===== src/hw/rtl/lfs_pkg.sv =====
// Shared types and constants for the line follower steering controller
`default_nettype none
package lfs_pkg;

  localparam int unsigned SENSOR_COUNT = 8;
  localparam int unsigned SENSOR_IDX_W = 3;
  localparam int unsigned LEVEL_W      = 10;
  localparam int unsigned DUTY_W       = 16;
  localparam int unsigned Q8_W         = 8;
  localparam int unsigned PROD_W       = DUTY_W + Q8_W;

  typedef logic [1:0]          cmd_t;
  typedef logic [1:0]          dir_t;
  typedef logic [LEVEL_W-1:0]  level_t;
  typedef logic [DUTY_W-1:0]   duty_t;
  typedef logic [Q8_W-1:0]     q8_t;

  localparam cmd_t CMD_SAMPLE = 2'd0;
  localparam cmd_t CMD_TICK   = 2'd1;
  localparam cmd_t CMD_START  = 2'd2;
  localparam cmd_t CMD_STOP   = 2'd3;

  localparam dir_t DIR_OFF = 2'd0;
  localparam dir_t DIR_FWD = 2'd1;
  localparam dir_t DIR_REV = 2'd2;

  localparam q8_t Q8_090 = 8'd230;
  localparam q8_t Q8_070 = 8'd179;
  localparam q8_t Q8_040 = 8'd102;
  localparam q8_t Q8_020 = 8'd51;

  localparam logic CFG_THRESHOLD = 1'b0;
  localparam logic CFG_FULL_DUTY = 1'b1;

  localparam level_t THRESHOLD_RST = 10'd700;
  localparam duty_t  FULL_DUTY_RST = 16'd14746;

  localparam int unsigned CH_LSB  = 24;
  localparam int unsigned VAL_LSB = 6;

  typedef struct packed {
    duty_t duty_a;
    duty_t duty_b;
    dir_t  dir_a;
    dir_t  dir_b;
    logic  last_left;
  } steer_t;

endpackage
`default_nettype wire


===== src/hw/rtl/lfs_steer.sv =====
// Priority steering decision and duty scaling for one control tick
`default_nettype none
module lfs_steer (
  input  wire logic [lfs_pkg::SENSOR_COUNT-1:0] sees,
  input  wire logic                             last_left,
  input  wire lfs_pkg::dir_t                    dir_a,
  input  wire lfs_pkg::dir_t                    dir_b,
  input  wire lfs_pkg::duty_t                   full_duty,
  output lfs_pkg::steer_t                       steer
);
  import lfs_pkg::*;

  logic              scale_a;
  logic              scale_b;
  q8_t               factor;
  logic [PROD_W-1:0] prod;
  duty_t             scaled;

  always_comb begin
    scale_a         = 1'b0;
    scale_b         = 1'b0;
    factor          = Q8_020;
    steer.dir_a     = dir_a;
    steer.dir_b     = dir_b;
    steer.last_left = last_left;
    if (sees[3] && sees[4]) begin
      steer.dir_a = DIR_FWD;
      steer.dir_b = DIR_FWD;
    end else if (sees[3]) begin
      steer.dir_a = DIR_FWD;
      steer.dir_b = DIR_FWD;
      scale_b     = 1'b1;
      factor      = Q8_090;
    end else if (sees[4]) begin
      steer.dir_a = DIR_FWD;
      steer.dir_b = DIR_FWD;
      scale_a     = 1'b1;
      factor      = Q8_090;
    end else if (sees[2]) begin
      steer.dir_a     = DIR_FWD;
      steer.dir_b     = DIR_FWD;
      scale_b         = 1'b1;
      factor          = Q8_070;
      steer.last_left = 1'b0;
    end else if (sees[5]) begin
      steer.dir_a     = DIR_FWD;
      steer.dir_b     = DIR_FWD;
      scale_a         = 1'b1;
      factor          = Q8_070;
      steer.last_left = 1'b1;
    end else if (sees[1]) begin
      steer.dir_a     = DIR_FWD;
      steer.dir_b     = DIR_FWD;
      scale_b         = 1'b1;
      factor          = Q8_040;
      steer.last_left = 1'b0;
    end else if (sees[6]) begin
      steer.dir_a     = DIR_FWD;
      steer.dir_b     = DIR_FWD;
      scale_a         = 1'b1;
      factor          = Q8_040;
      steer.last_left = 1'b1;
    end else if (sees[0]) begin
      steer.dir_b     = DIR_FWD;
      scale_b         = 1'b1;
      steer.last_left = 1'b0;
    end else if (sees[7]) begin
      steer.dir_a     = DIR_FWD;
      scale_a         = 1'b1;
      steer.last_left = 1'b1;
    end else if (!last_left) begin
      steer.dir_a = DIR_REV;
      steer.dir_b = DIR_FWD;
      scale_b     = 1'b1;
    end else begin
      steer.dir_a = DIR_FWD;
      steer.dir_b = DIR_REV;
      scale_a     = 1'b1;
    end
    prod         = PROD_W'(full_duty) * PROD_W'(factor);
    scaled       = prod[PROD_W-1:Q8_W];
    steer.duty_a = scale_a ? scaled : full_duty;
    steer.duty_b = scale_b ? scaled : full_duty;
  end

endmodule
`default_nettype wire


===== src/hw/rtl/line_follower_steering_controller_core.sv =====
// Top level of the line follower steering controller
//
//   channel | signals                                   | beat
//   --------+-------------------------------------------+--------------------------
//   in      | in_valid/in_ready, in_cmd, in_raw_word     | one event
//   out     | out_valid/out_ready, out_duty_*, out_dir_* | duties and directions
//   cfg     | cfg_we, cfg_index, cfg_wdata               | one register write
//
// One event per cycle: an input register feeds the decision logic and the
// result register. A stop or a tick while tracking yields one beat through
// both registers; sample, start and idle ticks yield none. Input stalls only
// while a beat waits in the result register and the next event needs it.
// Synchronous reset clears the sensor store, the mode and the directions.
`default_nettype none
module line_follower_steering_controller_core (
  input  wire logic           clk,
  input  wire logic           rst_n,
  input  wire logic           in_valid,
  output logic                in_ready,
  input  wire lfs_pkg::cmd_t  in_cmd,
  input  wire logic [31:0]    in_raw_word,
  output logic                out_valid,
  input  wire logic           out_ready,
  output lfs_pkg::duty_t      out_duty_a,
  output lfs_pkg::duty_t      out_duty_b,
  output lfs_pkg::dir_t       out_dir_a,
  output lfs_pkg::dir_t       out_dir_b,
  input  wire logic           cfg_we,
  input  wire logic           cfg_index,
  input  wire logic [15:0]    cfg_wdata
);
  import lfs_pkg::*;

  logic                    thr_en;
  logic                    full_en;
  level_t                  threshold_r;
  duty_t                   full_duty_r;

  logic                    s1_valid_r,  s1_valid_nxt;
  cmd_t                    s1_cmd_r;
  logic [SENSOR_IDX_W-1:0] s1_ch_r;
  level_t                  s1_val_r;

  level_t                  levels_r [SENSOR_COUNT];
  logic                    tracking_r, tracking_nxt;
  logic                    last_left_r, last_left_nxt;
  dir_t                    dir_a_r, dir_a_nxt;
  dir_t                    dir_b_r, dir_b_nxt;

  logic                    out_valid_r, out_valid_nxt;
  duty_t                   duty_a_r, duty_a_nxt;
  duty_t                   duty_b_r, duty_b_nxt;
  dir_t                    odir_a_r, odir_a_nxt;
  dir_t                    odir_b_r, odir_b_nxt;

  logic [SENSOR_COUNT-1:0] sees;
  steer_t                  steer;
  logic                    in_fire;
  logic                    need_out;
  logic                    out_free;
  logic                    s1_adv;
  logic                    load_out;
  logic                    store_en;

  // configuration registers
  assign thr_en  = cfg_we && (cfg_index == CFG_THRESHOLD);
  assign full_en = cfg_we && (cfg_index == CFG_FULL_DUTY);

  always_ff @(posedge clk) begin
    if (!rst_n) begin
      threshold_r <= THRESHOLD_RST;
      full_duty_r <= FULL_DUTY_RST;
    end else begin
      if (thr_en) begin
        threshold_r <= cfg_wdata[LEVEL_W-1:0];
      end
      if (full_en) begin
        full_duty_r <= cfg_wdata;
      end
    end
  end

  // handshake
  assign in_fire  = in_valid && in_ready;
  assign need_out = (s1_cmd_r == CMD_STOP) || ((s1_cmd_r == CMD_TICK) && tracking_r);
  assign out_free = !out_valid_r || out_ready;
  assign s1_adv   = s1_valid_r && (!need_out || out_free);
  assign in_ready = !s1_valid_r || s1_adv;
  assign load_out = s1_adv && need_out;
  assign store_en = s1_adv && (s1_cmd_r == CMD_SAMPLE);

  assign s1_valid_nxt = in_fire ? 1'b1 : (s1_adv ? 1'b0 : s1_valid_r);

  always_ff @(posedge clk) begin
    if (!rst_n) begin
      s1_valid_r <= 1'b0;
    end else begin
      s1_valid_r <= s1_valid_nxt;
    end
  end

  always_ff @(posedge clk) begin
    if (in_fire) begin
      s1_cmd_r <= in_cmd;
      s1_ch_r  <= in_raw_word[CH_LSB +: SENSOR_IDX_W];
      s1_val_r <= in_raw_word[VAL_LSB +: LEVEL_W];
    end
  end

  // sensor store
  always_ff @(posedge clk) begin
    if (!rst_n) begin
      for (int i = 0; i < SENSOR_COUNT; i++) begin
        levels_r[i] <= '0;
      end
    end else if (store_en) begin
      levels_r[s1_ch_r] <= s1_val_r;
    end
  end

  always_comb begin
    for (int i = 0; i < SENSOR_COUNT; i++) begin
      sees[i] = levels_r[i] > threshold_r;
    end
  end

  lfs_steer u_steer (
    .sees      (sees),
    .last_left (last_left_r),
    .dir_a     (dir_a_r),
    .dir_b     (dir_b_r),
    .full_duty (full_duty_r),
    .steer     (steer)
  );

  // mode, turn memory and motor directions
  always_comb begin
    tracking_nxt  = tracking_r;
    last_left_nxt = last_left_r;
    dir_a_nxt     = dir_a_r;
    dir_b_nxt     = dir_b_r;
    if (s1_adv) begin
      unique case (s1_cmd_r)
        CMD_START: begin
          tracking_nxt = 1'b1;
        end
        CMD_STOP: begin
          tracking_nxt = 1'b0;
        end
        CMD_TICK: begin
          if (tracking_r) begin
            last_left_nxt = steer.last_left;
            dir_a_nxt     = steer.dir_a;
            dir_b_nxt     = steer.dir_b;
          end
        end
        default: begin
        end
      endcase
    end
  end

  always_ff @(posedge clk) begin
    if (!rst_n) begin
      tracking_r  <= 1'b0;
      last_left_r <= 1'b0;
      dir_a_r     <= DIR_OFF;
      dir_b_r     <= DIR_OFF;
    end else begin
      tracking_r  <= tracking_nxt;
      last_left_r <= last_left_nxt;
      dir_a_r     <= dir_a_nxt;
      dir_b_r     <= dir_b_nxt;
    end
  end

  // result register
  always_comb begin
    out_valid_nxt = out_ready ? 1'b0 : out_valid_r;
    duty_a_nxt    = duty_a_r;
    duty_b_nxt    = duty_b_r;
    odir_a_nxt    = odir_a_r;
    odir_b_nxt    = odir_b_r;
    if (load_out) begin
      out_valid_nxt = 1'b1;
      if (s1_cmd_r == CMD_STOP) begin
        duty_a_nxt = '0;
        duty_b_nxt = '0;
        odir_a_nxt = dir_a_r;
        odir_b_nxt = dir_b_r;
      end else begin
        duty_a_nxt = steer.duty_a;
        duty_b_nxt = steer.duty_b;
        odir_a_nxt = steer.dir_a;
        odir_b_nxt = steer.dir_b;
      end
    end
  end

  always_ff @(posedge clk) begin
    if (!rst_n) begin
      out_valid_r <= 1'b0;
    end else begin
      out_valid_r <= out_valid_nxt;
    end
  end

  always_ff @(posedge clk) begin
    duty_a_r <= duty_a_nxt;
    duty_b_r <= duty_b_nxt;
    odir_a_r <= odir_a_nxt;
    odir_b_r <= odir_b_nxt;
  end

  assign out_valid  = out_valid_r;
  assign out_duty_a = duty_a_r;
  assign out_duty_b = duty_b_r;
  assign out_dir_a  = odir_a_r;
  assign out_dir_b  = odir_b_r;

endmodule
`default_nettype wire


===== config.mk =====
export PLATFORM = sky130hd
export DESIGN_NAME = line_follower_steering_controller_core
export DESIGN_NICKNAME = d
export VERILOG_FILES = /design/src/hw/rtl/lfs_pkg.sv /design/src/hw/rtl/lfs_steer.sv /design/src/hw/rtl/line_follower_steering_controller_core.sv
export SDC_FILE = /design/constraint.sdc
export NUM_CORES = 1
export LEC_CHECK = 0
export ABC_AREA = 1
export BUFFER_PORTS_ARGS = -buffer_cell sky130_fd_sc_hd__buf_2
export CAP_MARGIN = 20
export CORE_MARGIN = 4
export CORE_UTILIZATION = 45
export DETAILED_ROUTE_END_ITERATION = 10
export GPL_TIMING_DRIVEN = 0
export PLACE_DENSITY = 0.67
export RECOVER_POWER = 25
export SLEW_MARGIN = 25
export SYNTH_ARGS = -nofsm -noshare
export SYNTH_HDL_FRONTEND = slang
export SYNTH_HIERARCHICAL = 1
export SYNTH_SLANG_ARGS = --single-unit

===== constraint.sdc =====
create_clock -name clk -period 7.2 [get_ports clk]
set_input_delay 0 -clock clk [delete_from_list [all_inputs] [get_ports clk]]
set_output_delay 0 -clock clk [all_outputs]
set_load 0.02 [all_outputs]

After elaboration in Yosys (flattened, before gate mapping):

Memories as Yosys holds them, arrays and structs flattened.
Cells that the tools add are included.

* $mul: 1
* magnitude comparators: 8
* equality and inequality tests: 3
* multiplexer cells: 56
* bitwise operators: 4
* reductions and logical operators: 24

Operators by type and width (number)
* $gt 10x10->1: 8
* $mux 8: 6
* $mux 16: 2
* $mux 1: 30
* $mul 16x8->24: 1
* $mux 5: 4
* $mux 4: 4
* $mux 10: 1
* $mux 2: 5
* $reduce_or 10->1: 1
* $logic_and 1x1->1: 8
* $mux 7: 1
* $reduce_and 7->1: 1
* $mux 3: 2
* $reduce_bool 2->1: 3
* $reduce_bool 6->1: 1
* $eq 2x2->1 const B: 2
* $logic_or 1x1->1: 4
* $not 1->1: 4
* $logic_not 1->1: 3
* $reduce_and 3->1: 1
* $eq 2x1->1 const B: 1
* $logic_not 2->1: 1
* $pmux 1 s2: 1
* $reduce_and 2->1: 1

* register bits after elaboration: 85
* memory bits (writable): 80
* bits of input ports: 56
* output and inout bits: 38
* word-level logic and storage cells: 112
* memories kept: 1

Memories
* levels_r: depth 8, width 10, rd ports 8, clocked after memory_dff 0, wr ports 8, line line_follower_steering_controller_core.sv:44 `level_t levels_r [SENSOR_COUNT];`

Longest topological paths before layout:

* depth after elaboration: 12
* gate-level depth with buffers: 40
* depth with buffers taken out: 39

Modules after synthesis:

The synthesis kept the hierarchy.

Modules (own cells, without submodules)
* line_follower_steering_controller_core: instances 1, cells each 799, area an instance 8010.2 um2, sequential area each 4614.4 um2
* lfs_steer: instances 1, cells each 595, area an instance 4147.7 um2, sequential area each 0.0 um2

Worst setup path before layout:

No wires, ideal clock.

* path kind: register to register
* start: register threshold_r[9]
* end: register duty_a_r[14], in the netlist out_duty_a[14] (data pin)
* setup time: 256 ps
* arrival time: 5520 ps
* data required time: 6944 ps
* slack: 1425 ps
* stages on the path, launching flop included: 31
* buffers on the path: 1
* period minus slack after synthesis: 5775 ps
* cells stage by stage: dfxtp_1 -> inv_1 -> ha_1 -> nand2_1 -> nor2_1 -> a21boi_1 -> nor2_1 -> nor2_1 -> nand2_1 -> nand2_1 -> clkbuf_1 -> nor2_1 -> fa_1 -> inv_1 -> fa_1 -> inv_1 -> fa_1 -> inv_1 -> fa_1 -> inv_1 -> ha_1 -> inv_1 -> o21ai_0 -> nor2_1 -> nor2_1 -> a211oi_1 -> nand3_1 -> nand3_1 -> o21ai_0 -> inv_1 -> nor2_1

RTL lines
* from (decl): line line_follower_steering_controller_core.sv:36 `level_t threshold_r;`
* from (signal assigned): line line_follower_steering_controller_core.sv:75 `threshold_r <= cfg_wdata[LEVEL_W-1:0];`
* to (signal assigned): line line_follower_steering_controller_core.sv:209 `duty_a_r <= duty_a_nxt;`
* to (decl): line line_follower_steering_controller_core.sv:51 `duty_t duty_a_r, duty_a_nxt;`

==> run metrics <==
# fillers=2378; Die Ht=172 um; static leakage=6.85 nW; deepest clock path buffer count=2; maximum vdd drop=0.363 mV; Worst R2R Setup Slack=460 ps; maxcap violations=0; WL final=28800 um; Hold WS=267 ps; core region area=26400 um^2; Worst setup SP type=flop; share of Yosys cell area claimed by the top area cell type=32.4%; Inserted Clock Buffers=17; vias in the first global route=9719; starting density of the core=46.1%; Post-synth ARST share=0%; FP Rows=59; vias=9445; Cells after Synth=1394; top cells by area, synth=edfxtp_1, ha_1, fa_1, inv_1, nor2_1; number of placed cells counting well taps=1803; Post-Syn Area=12200 um^2; worst endpoint required time=7390 ps; Final ANT Viol Nets=0; H-Tree Depth=4; Skew-Pair Late Insertion Delay=440 ps; Seq/Total Area, Yosys=38.0%; Fin Setup TNS=0 ps; final core utilization=52.8%; critical path endpoint category=flop; Area growth, synth to finish=14.4%; Slowest-stage cell, CP=fa_1; crit path time final=6740 ps; register clock-pin slew on the reported worst setup and hold paths=70 ps; num ports=94; #FFs+latches synth=165; Cell Area, Placed=12900 um^2; Cell variety after synth=42; CP max stage delay=550 ps; worst-margin pin slew=741 ps; First DRT Iteration DRCs=552; CP Class=reg -> reg; area of the multi-input gates=6310 um^2; die area=29700 um^2; cell taking the most area after synthesis=edfxtp_1; Tcrit/Tclk final=93.6%; hold crit path type=in -> reg; fin area=13900 um^2; clock skew=13.1 ps; status=complete, no violations; Root Buffer Master=clkbuf_16; share of layout cells above drive strength 1=8.57%; CTS Sinks=165; vias per inst=5.04; pins over their slew limit=0; Die X=172 um; global-route wire length before repair=47300 um; drt first pass iters=5; largest net degree at the start of global routing=38; setup violators final=0; # diodes=0; commonest cells in the netlist=inv_1, nor2_1, nand2_1; syn_area_per_cell=8.72 um^2; CTS tree=done; Syn Nets=1652; placer congestion estimate=0.900; Ys Warns=6; gr usage total=20.5%; Post-synth EDFFs=131; CP max FO=10; DRC violations left=0; net total in the final layout=1785; top-count cell post-synth=inv_1; DP HPWL=22100 um; Seq. cell area=4610 um^2; final hold vios=0; overflow left after global routing=0; PwrDens=467 nW/um^2; DR WL/cell=15.3 um; Post-Layout Cell Count=1875; dominant synthesized flop cell=edfxtp_1; Slew headroom=50.5%; I/O Buffers=74; worst path arrival time=6930 ps; initial antenna violation count=0; Fmax achieved=148 MHz
[worst paths after layout]
| check | startpoint | to | depth (start not counted) |
|---|---|---|---|
| worst min-delay path | in_raw_word[24] | s1_ch_r[0]$_DFFE_PP_ | 2 |
| worst max-delay path | threshold_r[9]$_SDFFE_PN1P_ | out_duty_a[9]$_SDFFCE_PP0P_ | 29 |
| worst max register to register | threshold_r[9]$_SDFFE_PN1P_ | out_duty_a[9]$_SDFFCE_PP0P_ | 29 |
| worst min register to register | tracking_r$_SDFFE_PN0P_ | tracking_r$_SDFFE_PN0P_ | 2 |
[kinds of logic after synthesis]
logic type	count (synthesis)	synth area share, %
AOI/OAI and AO/OA	131	6.49
xor gates and xnor gates	6	0.432
adders and majority gates	202	24.9
buffers and inverters	300	10.0
DFF	165	38.0
and+or+nand+nor	590	20.2
[layout by cell type (no fill, tap or decap), types with 4 or more instances in the layout]
cell	instances
nor3_1	5
clkbuf_1	48
inv_8	5
o21ai_0	25
nor2_1	250
o21ai_2	12
nand3_2	5
o21bai_1	11
clkbuf_16	17
buf_4	5
buf_6	10
dfxtp_1	34
inv_1	261
o211ai_1	7
nand4_1	8
a21oi_1	44
nand2_1	237
buf_2	38
inv_2	6
a21o_1	7
fa_1	67
clkinv_1	5
o21ai_1	17
xor2_1	4
edfxtp_1	131
ha_1	135
nand3_1	64
nand2_2	9
dlygate4sd3_1	38
[sequential cells by signal, indices dropped and copies added (netlist names), 2 cells and up]
| signal | flops |
|---|---|
| s1_val_r | 10 |
| dir_a_r | 2 |
| dir_b_r | 2 |
| s1_cmd_r | 2 |
| s1_ch_r | 3 |
| out_dir_b | 2 |
| full_duty_r | 16 |
| levels_r | 80 |
| threshold_r | 10 |
| out_duty_b | 16 |
| out_duty_a | 16 |
| out_dir_a | 2 |
[report_power, final]
group | internal, mW | total, mW | leakage [nW] | switching, mW
clock | 0.498 | 0.930 | 0.290 | 0.433
combinational | 1.56 | 4.36 | 5.00 | 2.80
sequential | 1.17 | 1.20 | 1.56 | 0.0311
[layout make-up]
type                    instances  area share, %
plain buffers                  26           1.37
clock buffers                  17           3.06
clock inverters                15           1.30
inverters                     273           7.41
multi-input cells             929           45.4
flip-flops and latches        165           33.2
well taps                     335           3.01
repair buffers                115           5.29
[metal layers]
metal	part of all wire (%)	wire length, um	global-route usage, %
met1	41	11700	23.9
met2	52	15000	37.9
met3	3.5	999	2.79
met4	3.4	989	7.83
met5	0	0	0
[per-stage QoR]
step | worst slack [ps] | total power, mW
floorplan | 1420 | 4.54
global placement | 369 | 5.47
detailed placement | 394 | 5.53
CTS | 306 | 6.51
global route | -28.8 | 7.24
finish | 460 | 6.50
[critical path: cells and delay by family (launching register included)]
kind / cells / cell delay, ps
compound gates: 5 / 1040
fa+ha+maj: 6 / 2740
buf+inv: 6 / 830
flops: 1 / 360
simple gates: 12 / 1470
[what timing repair did]
action	CTS	global route
buffers inserted	0	3
setup endpoints to repair	0	19
hold buffers	38	0
resized for setup	0	7
endpoints found under the hold margin	44	0
Power figures use the tool's default switching activity.
